File: config.mk
export PLATFORM = sky130hd
export DESIGN_NAME = node_liveness_poll_table
export DESIGN_NICKNAME = d
export VERILOG_FILES = /design/src/nlpt_pkg.sv /design/src/nlpt_entry_ram.sv /design/src/node_liveness_poll_table.sv
export SDC_FILE = /design/constraint.sdc
export NUM_CORES = 2
export LEC_CHECK = 0
export ABC_AREA = 1
export BUFFER_PORTS_ARGS = -buffer_cell sky130_fd_sc_hd__buf_2
export CAP_MARGIN = 25
export CORE_MARGIN = 1.5
export CORE_UTILIZATION = 29
export CTS_CLUSTER_SIZE = 28
export DETAILED_ROUTE_END_ITERATION = 12
export GPL_ROUTABILITY_DRIVEN = 0
export MAX_ROUTING_LAYER = met4
export PLACE_DENSITY = 0.55
export SETUP_SLACK_MARGIN = 0.1
export SYNTH_ARGS = -nofsm -noshare
export SYNTH_HDL_FRONTEND = slang
export SYNTH_SLANG_ARGS = --single-unit
File: constraint.sdc
create_clock -name clk -period 5.65 [get_ports clk]
set_clock_uncertainty 0.1 [all_clocks]
set_input_delay 1.13 -clock clk [delete_from_list [all_inputs] [get_ports clk]]
set_output_delay 1.13 -clock clk [all_outputs]
set_load 0.02 [all_outputs]
File: src/nlpt_pkg.sv
package nlpt_pkg;

  localparam int ADDR_W = 16;
  localparam int AGE_W = 16;
  localparam int RETRY_W = 8;
  localparam int WAIT_W = 16;

  localparam logic [2:0] PH_HELLO = 3'd0;
  localparam logic [2:0] PH_AGE = 3'd1;
  localparam logic [2:0] PH_TEST = 3'd2;
  localparam logic [2:0] PH_POLL = 3'd3;
  localparam logic [2:0] PH_WAIT = 3'd4;

  localparam logic [2:0] ACT_HELLO = 3'd0;
  localparam logic [2:0] ACT_HELLO_ACK = 3'd1;
  localparam logic [2:0] ACT_DATA_ACK = 3'd2;
  localparam logic [2:0] ACT_POLL = 3'd3;
  localparam logic [2:0] ACT_EVICT = 3'd4;

  localparam logic [1:0] KIND_BAD = 2'd0;
  localparam logic [1:0] KIND_HELLO = 2'd1;
  localparam logic [1:0] KIND_DATA = 2'd2;

  localparam logic [2:0] REG_AGE_TIMEOUT = 3'd0;
  localparam logic [2:0] REG_RETRY_LIMIT = 3'd1;
  localparam logic [2:0] REG_POLL_GAP = 3'd2;
  localparam logic [2:0] REG_TICKS_PER_SEC = 3'd3;
  localparam logic [2:0] REG_HELLO_PERIOD = 3'd4;
  localparam logic [2:0] REG_HELLO_REPEATS = 3'd5;

  typedef struct packed {
    logic        func;
    logic [15:0] node_addr;
    logic [1:0]  contact_kind;
  } in_word_t;

  typedef struct packed {
    logic [2:0]  action;
    logic [15:0] dest_addr;
    logic        table_full;
    logic        last;
  } out_word_t;

  typedef struct packed {
    logic [15:0] age_timeout;
    logic [7:0]  retry_limit;
    logic [15:0] poll_gap_ticks;
    logic [7:0]  ticks_per_second;
    logic [23:0] hello_period_seconds;
    logic [7:0]  hello_repeats;
  } cfg_t;

  typedef struct packed {
    logic [15:0] addr;
    logic [15:0] age;
    logic [7:0]  retries;
    logic [15:0] gap_left;
  } entry_t;

endpackage

File: src/nlpt_entry_ram.sv
module nlpt_entry_ram
  import nlpt_pkg::*;
#(
  parameter int DEPTH = 32,
  parameter int IDX_W = 5
) (
  input  logic             clk,
  input  logic [IDX_W-1:0] rd_idx,
  output entry_t           rd_data,
  input  logic             wr_en,
  input  logic [IDX_W-1:0] wr_idx,
  input  entry_t           wr_data
);

  entry_t mem [DEPTH];

  always_ff @(posedge clk) begin
    if (wr_en) begin
      mem[wr_idx] <= wr_data;
    end
    rd_data <= mem[rd_idx];
  end

endmodule

File: src/node_liveness_poll_table.sv
// Liveness table for radio nodes. Node entries sit in a RAM with one read and
// one write port and a registered read; used bits sit in flip-flops. A
// bad-checksum or unknown contact and a hello tick are handled in the idle
// state, and a wait tick goes on through S_EMIT. A hello or data contact scans
// the RAM one entry a cycle until it finds the node or reaches the last entry
// and then writes back and acks in S_FIN; an age, test or poll tick sweeps
// every entry, and a poll sweep closes in S_END, so the entry sweep sets the
// rate. A new item is taken only when the output register is free. The poll
// tick may give up to TABLE_ENTRIES words; each poll word is held back until
// the next one or the end of the sweep so that the final one can carry last,
// and the sweep stalls while a held word waits for a free output register.
// The last word of each item carries last.
module node_liveness_poll_table
  import nlpt_pkg::*;
#(
  parameter int TABLE_ENTRIES = 32
) (
  input  logic        clk,
  input  logic        rst,
  input  logic        in_valid,
  output logic        in_ready,
  input  in_word_t    in_data,
  output logic        out_valid,
  input  logic        out_ready,
  output out_word_t   out_data,
  input  logic        cfg_valid,
  output logic        cfg_ready,
  input  logic [2:0]  cfg_index,
  input  logic [23:0] cfg_data
);

  localparam int IDX_W = (TABLE_ENTRIES > 1) ? $clog2(TABLE_ENTRIES) : 1;
  localparam int CNT_W = $clog2(TABLE_ENTRIES + 1);
  localparam logic [CNT_W-1:0] LAST_IDX = CNT_W'(TABLE_ENTRIES - 1);

  localparam logic [2:0] S_IDLE = 3'd0;
  localparam logic [2:0] S_SCAN = 3'd1;  // contact lookup
  localparam logic [2:0] S_FIN = 3'd2;   // contact writeback and ack
  localparam logic [2:0] S_SWEEP = 3'd3; // age, test or poll sweep
  localparam logic [2:0] S_EMIT = 3'd4;  // wait-phase second check
  localparam logic [2:0] S_END = 3'd5;   // poll sweep close

  cfg_t cfg;
  logic [2:0] state;
  in_word_t item;
  logic [TABLE_ENTRIES-1:0] used;
  logic [2:0] phase;
  logic [7:0] tick_count;
  logic [23:0] second_count;
  logic [7:0] hellos_sent;

  // Sweep control. idx is the entry in the read register; rd_ok marks
  // that the RAM read data belongs to idx.
  logic [CNT_W-1:0] idx;
  logic rd_ok;
  logic found;
  logic free_ok;
  logic [IDX_W-1:0] found_idx;
  logic [IDX_W-1:0] free_idx;
  logic hit;
  logic emitted_any;
  out_word_t held;

  entry_t rd_data;
  logic wr_en;
  logic [IDX_W-1:0] wr_idx;
  entry_t wr_data;
  logic [IDX_W-1:0] rd_idx;

  logic out_load;
  out_word_t out_word;

  logic out_free;
  assign out_free = !out_valid || out_ready;
  assign in_ready = (state == S_IDLE) && out_free;
  assign cfg_ready = 1'b1;

  nlpt_entry_ram #(.DEPTH(TABLE_ENTRIES), .IDX_W(IDX_W)) u_ram (
    .clk(clk), .rd_idx(rd_idx), .rd_data(rd_data),
    .wr_en(wr_en), .wr_idx(wr_idx), .wr_data(wr_data)
  );

  logic [IDX_W-1:0] cur;
  assign cur = idx[IDX_W-1:0];
  logic cur_used;
  assign cur_used = used[cur];
  logic timed_out;
  assign timed_out = cur_used && (rd_data.age >= cfg.age_timeout);
  logic at_end;
  assign at_end = (idx == LAST_IDX);

  // Poll decision for the entry in hand.
  logic do_evict, do_poll, need_out;
  always_comb begin
    do_evict = timed_out && (rd_data.retries >= cfg.retry_limit);
    do_poll = timed_out && !do_evict && (rd_data.gap_left == '0);
    need_out = do_evict || do_poll;
  end

  // End-of-second step, shared by wait and poll phases.
  logic sec_end;
  logic [23:0] sec_inc;
  logic [2:0] sec_phase;
  logic sec_reset;
  always_comb begin
    sec_end = (tick_count >= cfg.ticks_per_second);
    sec_inc = second_count + 24'd1;
    sec_reset = sec_inc >= cfg.hello_period_seconds;
    if (sec_reset || hellos_sent < cfg.hello_repeats) begin
      sec_phase = PH_HELLO;
    end else begin
      sec_phase = PH_AGE;
    end
  end

  // Read the next entry while the current one is being handled; during a
  // poll stall the read address holds. An idle block reads the first entry
  // so that a sweep or scan starts with it in hand.
  logic advance;
  always_comb begin
    advance = 1'b0;
    case (state)
      S_SCAN: advance = rd_ok;
      S_SWEEP: advance = rd_ok &&
                         (!(phase == PH_POLL && need_out && emitted_any) || out_free);
      default: advance = 1'b0;
    endcase
    if (state == S_IDLE) begin
      rd_idx = '0;
    end else if (advance && !at_end) begin
      rd_idx = cur + IDX_W'(1);
    end else begin
      rd_idx = cur;
    end
  end

  always_comb begin
    wr_en = 1'b0;
    wr_idx = cur;
    wr_data = rd_data;
    if (state == S_SWEEP && advance && cur_used) begin
      if (phase == PH_AGE) begin
        wr_en = 1'b1;
        if (rd_data.age != '1) begin
          wr_data.age = rd_data.age + AGE_W'(1);
        end
      end else if (phase == PH_POLL && timed_out && !do_evict) begin
        wr_en = 1'b1;
        if (do_poll) begin
          wr_data.retries = rd_data.retries + RETRY_W'(1);
          wr_data.gap_left = cfg.poll_gap_ticks;
        end else begin
          wr_data.gap_left = rd_data.gap_left - WAIT_W'(1);
        end
      end
    end else if (state == S_FIN && (found || free_ok)) begin
      wr_en = 1'b1;
      wr_idx = found ? found_idx : free_idx;
      wr_data.addr = item.node_addr;
      wr_data.age = '0;
      wr_data.retries = '0;
      wr_data.gap_left = '0;
    end
  end

  // Words loaded into the output register; each load finds it free.
  always_comb begin
    out_load = 1'b0;
    out_word = '0;
    case (state)
      S_IDLE: begin
        if (in_valid && in_ready) begin
          if (!in_data.func) begin
            if (in_data.contact_kind == KIND_BAD) begin
              out_load = 1'b1;
              out_word = '{ACT_POLL, in_data.node_addr, 1'b0, 1'b1};
            end
          end else if (phase == PH_HELLO) begin
            out_load = 1'b1;
            out_word = '{ACT_HELLO, 16'd0, 1'b0, 1'b1};
          end
        end
      end
      S_FIN: begin
        out_load = 1'b1;
        out_word = '{(item.contact_kind == KIND_HELLO) ? ACT_HELLO_ACK : ACT_DATA_ACK,
                     item.node_addr, !(found || free_ok), 1'b1};
      end
      S_SWEEP: begin
        if (advance && phase == PH_POLL && need_out && emitted_any) begin
          out_load = 1'b1;
          out_word = held;
        end
      end
      S_END: begin
        if (emitted_any && out_free) begin
          out_load = 1'b1;
          out_word = '{held.action, held.dest_addr, 1'b0, 1'b1};
        end
      end
      default: ;
    endcase
  end

  always_ff @(posedge clk) begin
    if (rst) begin
      out_valid <= 1'b0;
    end else if (out_load) begin
      out_valid <= 1'b1;
      out_data <= out_word;
    end else if (out_ready) begin
      out_valid <= 1'b0;
    end
  end

  always_ff @(posedge clk) begin
    if (rst) begin
      cfg.age_timeout <= 16'd115;
      cfg.retry_limit <= 8'd5;
      cfg.poll_gap_ticks <= 16'd50;
      cfg.ticks_per_second <= 8'd10;
      cfg.hello_period_seconds <= 24'd200000;
      cfg.hello_repeats <= 8'd1;
    end else if (cfg_valid) begin
      case (cfg_index)
        REG_AGE_TIMEOUT: cfg.age_timeout <= cfg_data[15:0];
        REG_RETRY_LIMIT: cfg.retry_limit <= cfg_data[7:0];
        REG_POLL_GAP: cfg.poll_gap_ticks <= cfg_data[15:0];
        REG_TICKS_PER_SEC: cfg.ticks_per_second <= cfg_data[7:0];
        REG_HELLO_PERIOD: cfg.hello_period_seconds <= cfg_data;
        REG_HELLO_REPEATS: cfg.hello_repeats <= cfg_data[7:0];
        default: ;
      endcase
    end
  end

  always_ff @(posedge clk) begin
    if (rst) begin
      state <= S_IDLE;
      used <= '0;
      phase <= PH_HELLO;
      tick_count <= '0;
      second_count <= '0;
      hellos_sent <= '0;
      idx <= '0;
      rd_ok <= 1'b0;
      found <= 1'b0;
      free_ok <= 1'b0;
      hit <= 1'b0;
      emitted_any <= 1'b0;
    end else begin
      case (state)
        S_IDLE: begin
          idx <= '0;
          rd_ok <= 1'b0;
          found <= 1'b0;
          free_ok <= 1'b0;
          hit <= 1'b0;
          emitted_any <= 1'b0;
          if (in_valid && in_ready) begin
            item <= in_data;
            if (!in_data.func) begin
              if (in_data.contact_kind == KIND_HELLO ||
                  in_data.contact_kind == KIND_DATA) begin
                state <= S_SCAN;
                rd_ok <= 1'b1;
              end
            end else begin
              if (tick_count != 8'hFF) begin
                tick_count <= tick_count + 8'd1;
              end
              case (phase)
                PH_HELLO: begin
                  if (hellos_sent != 8'hFF) begin
                    hellos_sent <= hellos_sent + 8'd1;
                  end
                  phase <= PH_AGE;
                end
                PH_WAIT: state <= S_EMIT;
                PH_AGE, PH_TEST, PH_POLL: begin
                  state <= S_SWEEP;
                  rd_ok <= 1'b1;
                end
                default: ;
              endcase
            end
          end
        end
        S_EMIT: begin
          // Wait-phase tick: the incremented tick count is now in place.
          state <= S_IDLE;
          if (sec_end) begin
            tick_count <= '0;
            second_count <= sec_reset ? '0 : sec_inc;
            if (sec_reset) begin
              hellos_sent <= '0;
            end
            phase <= sec_phase;
          end
        end
        S_SCAN: begin
          if (!cur_used) begin
            if (!free_ok) begin
              free_ok <= 1'b1;
              free_idx <= cur;
            end
          end else if (rd_data.addr == item.node_addr) begin
            found <= 1'b1;
            found_idx <= cur;
          end
          if (at_end || (cur_used && rd_data.addr == item.node_addr)) begin
            state <= S_FIN;
            rd_ok <= 1'b0;
          end else begin
            idx <= idx + CNT_W'(1);
          end
        end
        S_FIN: begin
          if (!found && free_ok) begin
            used[free_idx] <= 1'b1;
          end
          state <= S_IDLE;
        end
        S_SWEEP: begin
          if (advance) begin
            if (phase == PH_TEST && timed_out) begin
              hit <= 1'b1;
            end
            if (phase == PH_POLL && need_out) begin
              held <= '{do_evict ? ACT_EVICT : ACT_POLL, rd_data.addr, 1'b0, 1'b0};
              emitted_any <= 1'b1;
              if (do_evict) begin
                used[cur] <= 1'b0;
              end
            end
            if (at_end) begin
              rd_ok <= 1'b0;
              case (phase)
                PH_AGE: begin
                  phase <= PH_TEST;
                  state <= S_IDLE;
                end
                PH_TEST: begin
                  phase <= (hit || timed_out) ? PH_POLL : PH_WAIT;
                  state <= S_IDLE;
                end
                default: state <= S_END;
              endcase
            end else begin
              idx <= idx + CNT_W'(1);
            end
          end
        end
        S_END: begin
          // The held poll word leaves marked last once the output register
          // is free.
          if (!emitted_any || out_free) begin
            emitted_any <= 1'b0;
            state <= S_IDLE;
            if (sec_end) begin
              tick_count <= '0;
              second_count <= sec_reset ? '0 : sec_inc;
              if (sec_reset) begin
                hellos_sent <= '0;
              end
              phase <= sec_phase;
            end else begin
              phase <= PH_TEST;
            end
          end
        end
        default: state <= S_IDLE;
      endcase
    end
  end

  // The ack word always finds the output register free, as acceptance
  // required it and the scan emits nothing.
  a_fin_out_free: assert property (@(posedge clk) disable iff (rst)
    state == S_FIN |-> out_free)
    else $error("ack word would overwrite a pending word");

  a_idle_after_fin: assert property (@(posedge clk) disable iff (rst)
    state == S_FIN |=> state == S_IDLE)
    else $error("contact did not complete");

  a_no_accept_busy: assert property (@(posedge clk) disable iff (rst)
    in_ready |-> state == S_IDLE)
    else $error("item accepted while busy");

  a_out_hold: assert property (@(posedge clk) disable iff (rst)
    out_valid && !out_ready |=> out_valid && $stable(out_data))
    else $error("pending word dropped or changed");

endmodule
==> impl_metrics.json <==
{
  "cp.depth": 20,
  "leakage_nw": 44.88,
  "synth_edf_count": 1859,
  "hold_start": "in_data[0]",
  "powerDensity_nw_per_um2": 409.9,
  "dp.final_hpwl_mm": 152.0,
  "rsz0062_at_grt": "false",
  "core_area_sq_um": 330000,
  "synth_most_common_cell": "inv_1",
  "clock.fmax_mhz": 200.7,
  "grt_max_degree": 190,
  "worst_path_max_delay_cell": "dfxtp_1",
  "synth-async-reset-ratio_pct": 0,
  "overflow": 0,
  "crit_top_cell": "nand2_1",
  "peakVddDrop_mv": 0.4138,
  "antenna_found_initial": 10,
  "insertion_delay_ns": 0.89,
  "drt_pre_antenna_iters": 7,
  "reg2reg_depth": 20,
  "synth_area_sq_um": 96000,
  "cts_max_path_buffers": 4,
  "postRouteAntennaNets": 0,
  "cts_resized": 0,
  "synth_top_area_cell": "edfxtp_1",
  "htreeDepth": 4,
  "cp_max_fo": 20,
  "p_sw_w": 0.01497,
  "worstReg2RegStart": "u_ram.rd_data[19]",
  "start_util_pct": 29.09,
  "ys_seq_elements": 2085,
  "max_stage_delay_ns": 0.63,
  "pwr-share-seq_pct": 44.1,
  "clock_power_share_pct": 31.5,
  "synthTopCellsByArea": "edfxtp_1, nand3_1, inv_1, nand2_1, nand4_1",
  "reg2reg_to": "u_ram.mem[29][41]",
  "tightestPinTransition_ns": 1.154,
  "vias": 70560,
  "nets": 9779,
  "tns_ns": 0,
  "syn_inst": 9745,
  "cts_setup_buffers": 0,
  "grt_first_pass_wirelength_mm": 449.0,
  "p_int_w": 0.02994,
  "postPlaceCellArea_sq_um": 102400,
  "first_iter_violations": 7505,
  "hold_buffers": 0,
  "clk_pin_slew_ns": 0.06,
  "fin_crit_sh_pct": 88.17,
  "drive_gt1_share_pct": 7.740,
  "die-area_sq_um": 334500,
  "drc": 0,
  "hold_class": "in -> reg",
  "worst_setup_path_start_kind": "flip-flop",
  "p_sw_share_pct": 33.33,
  "drt-total-wl_mm": 304.5,
  "finalHoldViolCount": 0,
  "path_cells": "ha_1 > nand2_1 > inv_1 > nand2_1 > nand2_1 > nand2_1 > nand3_1 > o2111ai_1 > nand2_1 > nand2_2 > nand2_1 > inv_1 > nand2_2 > inv_1 > o21ai_0 > nand2_1 > nand3_1 > buf_4 > nor2_4 > buf_4",
  "synth.net_count": 9870,
  "cts_tree": "done",
  "maxCapViolations": 0,
  "synth-seq-area-share_pct": 62.86,
  "synth.top_cells.by_count": "inv_1, edfxtp_1, nand2_1",
  "synth_cell_types": 59,
  "synthToLayoutAreaGrowth_pct": 14.13,
  "wl_per_cell_um": 21.44,
  "grt_usage_pct": 18.30,
  "slew_viol_final": 0,
  "numCtsBuffers": 217,
  "io_pins": 75,
  "finalSetupViolations": 0,
  "power_frac_comb_pct": 24.4,
  "clock_sinks": 2085,
  "via_per_inst": 4.969,
  "fin_util_pct": 33.20,
  "synthFlopType": "edfxtp_1",
  "min_to": "item[0]",
  "status": "completed",
  "crit_type": "reg -> reg",
  "holdPathStages": 1,
  "postSynthAreaPerCell_sq_um": 9.851,
  "yosysWarningCount": 0,
  "crit_buf_inv": 5,
  "fp.dieH_um": 578.3,
  "synth_top_area_share_pct": 58.15,
  "row_count": 211,
  "period_needed_ns": 4.982,
  "cts_root_buf": "clkbuf_16",
  "die_w_um": 578.3,
  "maxSlewHeadroom_pct": 23.07,
  "cp.required_ns": 6.05,
  "io_buffers": 73,
  "grt_pass1_vias": 66090,
  "fin_area_sq_um": 109600,
  "cp_top_family": "simple AND/OR/NAND/NOR gates",
  "cp.arrival_ns": 5.38,
  "cp-end-kind": "flip-flop",
  "regToRegSetupSlack_ns": 0.67
}
## worst max path at each step
| stage | endpoint | slack, ns | start |
|---|---|---|---|
| finish | u_ram.mem[29][41] | 0.67 | u_ram.rd_data[19] |
| detailed placement | u_ram.rd_data[1] | 0.78 | out_ready |
| global placement | u_ram.rd_data[1] | 0.76 | out_ready |
| floorplan | u_ram.mem[0][0] | 0.31 | out_ready |
| global route | hellos_sent[6] | 0.33 | second_count[0] |
| CTS | u_ram.mem[29][52] | 0.77 | u_ram.rd_data[19] |
## cells by family (layout without fill, tap and decap cells)
logic type / after synthesis / after routing / share of synthesized area, %
xor+xnor: 42 / 42 / 0.3832
mux: 3 / 3 / 0.03128
other cells: 1 / 3 / 0.003906
simple gates: 4375 / 4375 / 21.67
compound gates: 515 / 515 / 3.166
fa+ha+maj: 74 / 74 / 0.9645
flops: 2085 / 2085 / 62.86
buf+inv: 2650 / 2737 / 10.92
## registers in the layout, indices dropped and copies added (netlist names), 8 cells and up
signal and cells:
u_ram.mem 1792, cfg 80, u_ram.rd_data 56, used 32, second_count 24, out_data 21
held 18, item 18, hellos_sent 8, tick_count 8
## per-layer routing
layer  track usage [%]  part of all wire, %  up-vias
li1                  -                    -    32790
met1             24.15                   43    34540
met2             29.83                   47     2755
met3             2.176                  7.0      473
met4             4.660                  2.5        0
met5                 -                    0        -
## final cells by class
cell class              instances  area [sq um]
multi-input cells            5010         25740
repair buffers                326          3532
inverters                    2014          7585
clock buffers                 322          6213
diodes                          2         5.005
fillers                     33240        220400
clock inverters                75         676.9
well taps                    4366          5463
flip-flops and latches       2085         60350
## power groups by stage
stage / sequential [W] / clock [W] / combinational (W)
2_1_floorplan: 0.0200 / 0 / 0.00647
3_3_place_gp: 0.0202 / 0 / 0.0104
3_5_place_dp: 0.0202 / 0 / 0.0106
4_1_cts: 0.0198 / 0.0144 / 0.0106
5_1_grt: 0.0198 / 0.0149 / 0.0118
6_report: 0.0198 / 0.0142 / 0.0109
## metrics by stage
stage | cells | hold WS, ns | power, W | setup slack (ns)
3_5_place_dp | 13790 | 0.3518 | 0.03076 | 0.7753
2_1_floorplan | 9745 | 0.3233 | 0.02647 | 0.3101
3_3_place_gp | 13780 | 0.3499 | 0.03063 | 0.7600
4_1_cts | 14190 | 0.2941 | 0.04484 | 0.7719
5_1_grt | 14200 | 0.3255 | 0.04656 | 0.3281
6_report | 14200 | 0.3431 | 0.04490 | 0.6685
## placed cells by master (no fill, tap or decap), types with 11 or more instances in the layout
cell       count
xnor2_1       11
o211ai_1      20
nand4_1      862
clkinv_1      31
nor2_1       161
clkinv_2      24
buf_2         73
inv_1       2000
o21ai_0      212
o21ai_2       16
clkbuf_8      28
o31ai_1       11
ha_1          74
nand2_1     1614
clkbuf_1      70
dfxtp_1      226
a21oi_1      147
buf_16        11
bufinv_16     11
o221a_2       24
xor2_1        31
edfxtp_1    1859
buf_4        156
nor2_4        33
nor3_1        58
a22oi_1       19
buf_12        81
nand3_1     1599
clkbuf_16    222
No activity file was read; power rests on OpenSTA's default activity.
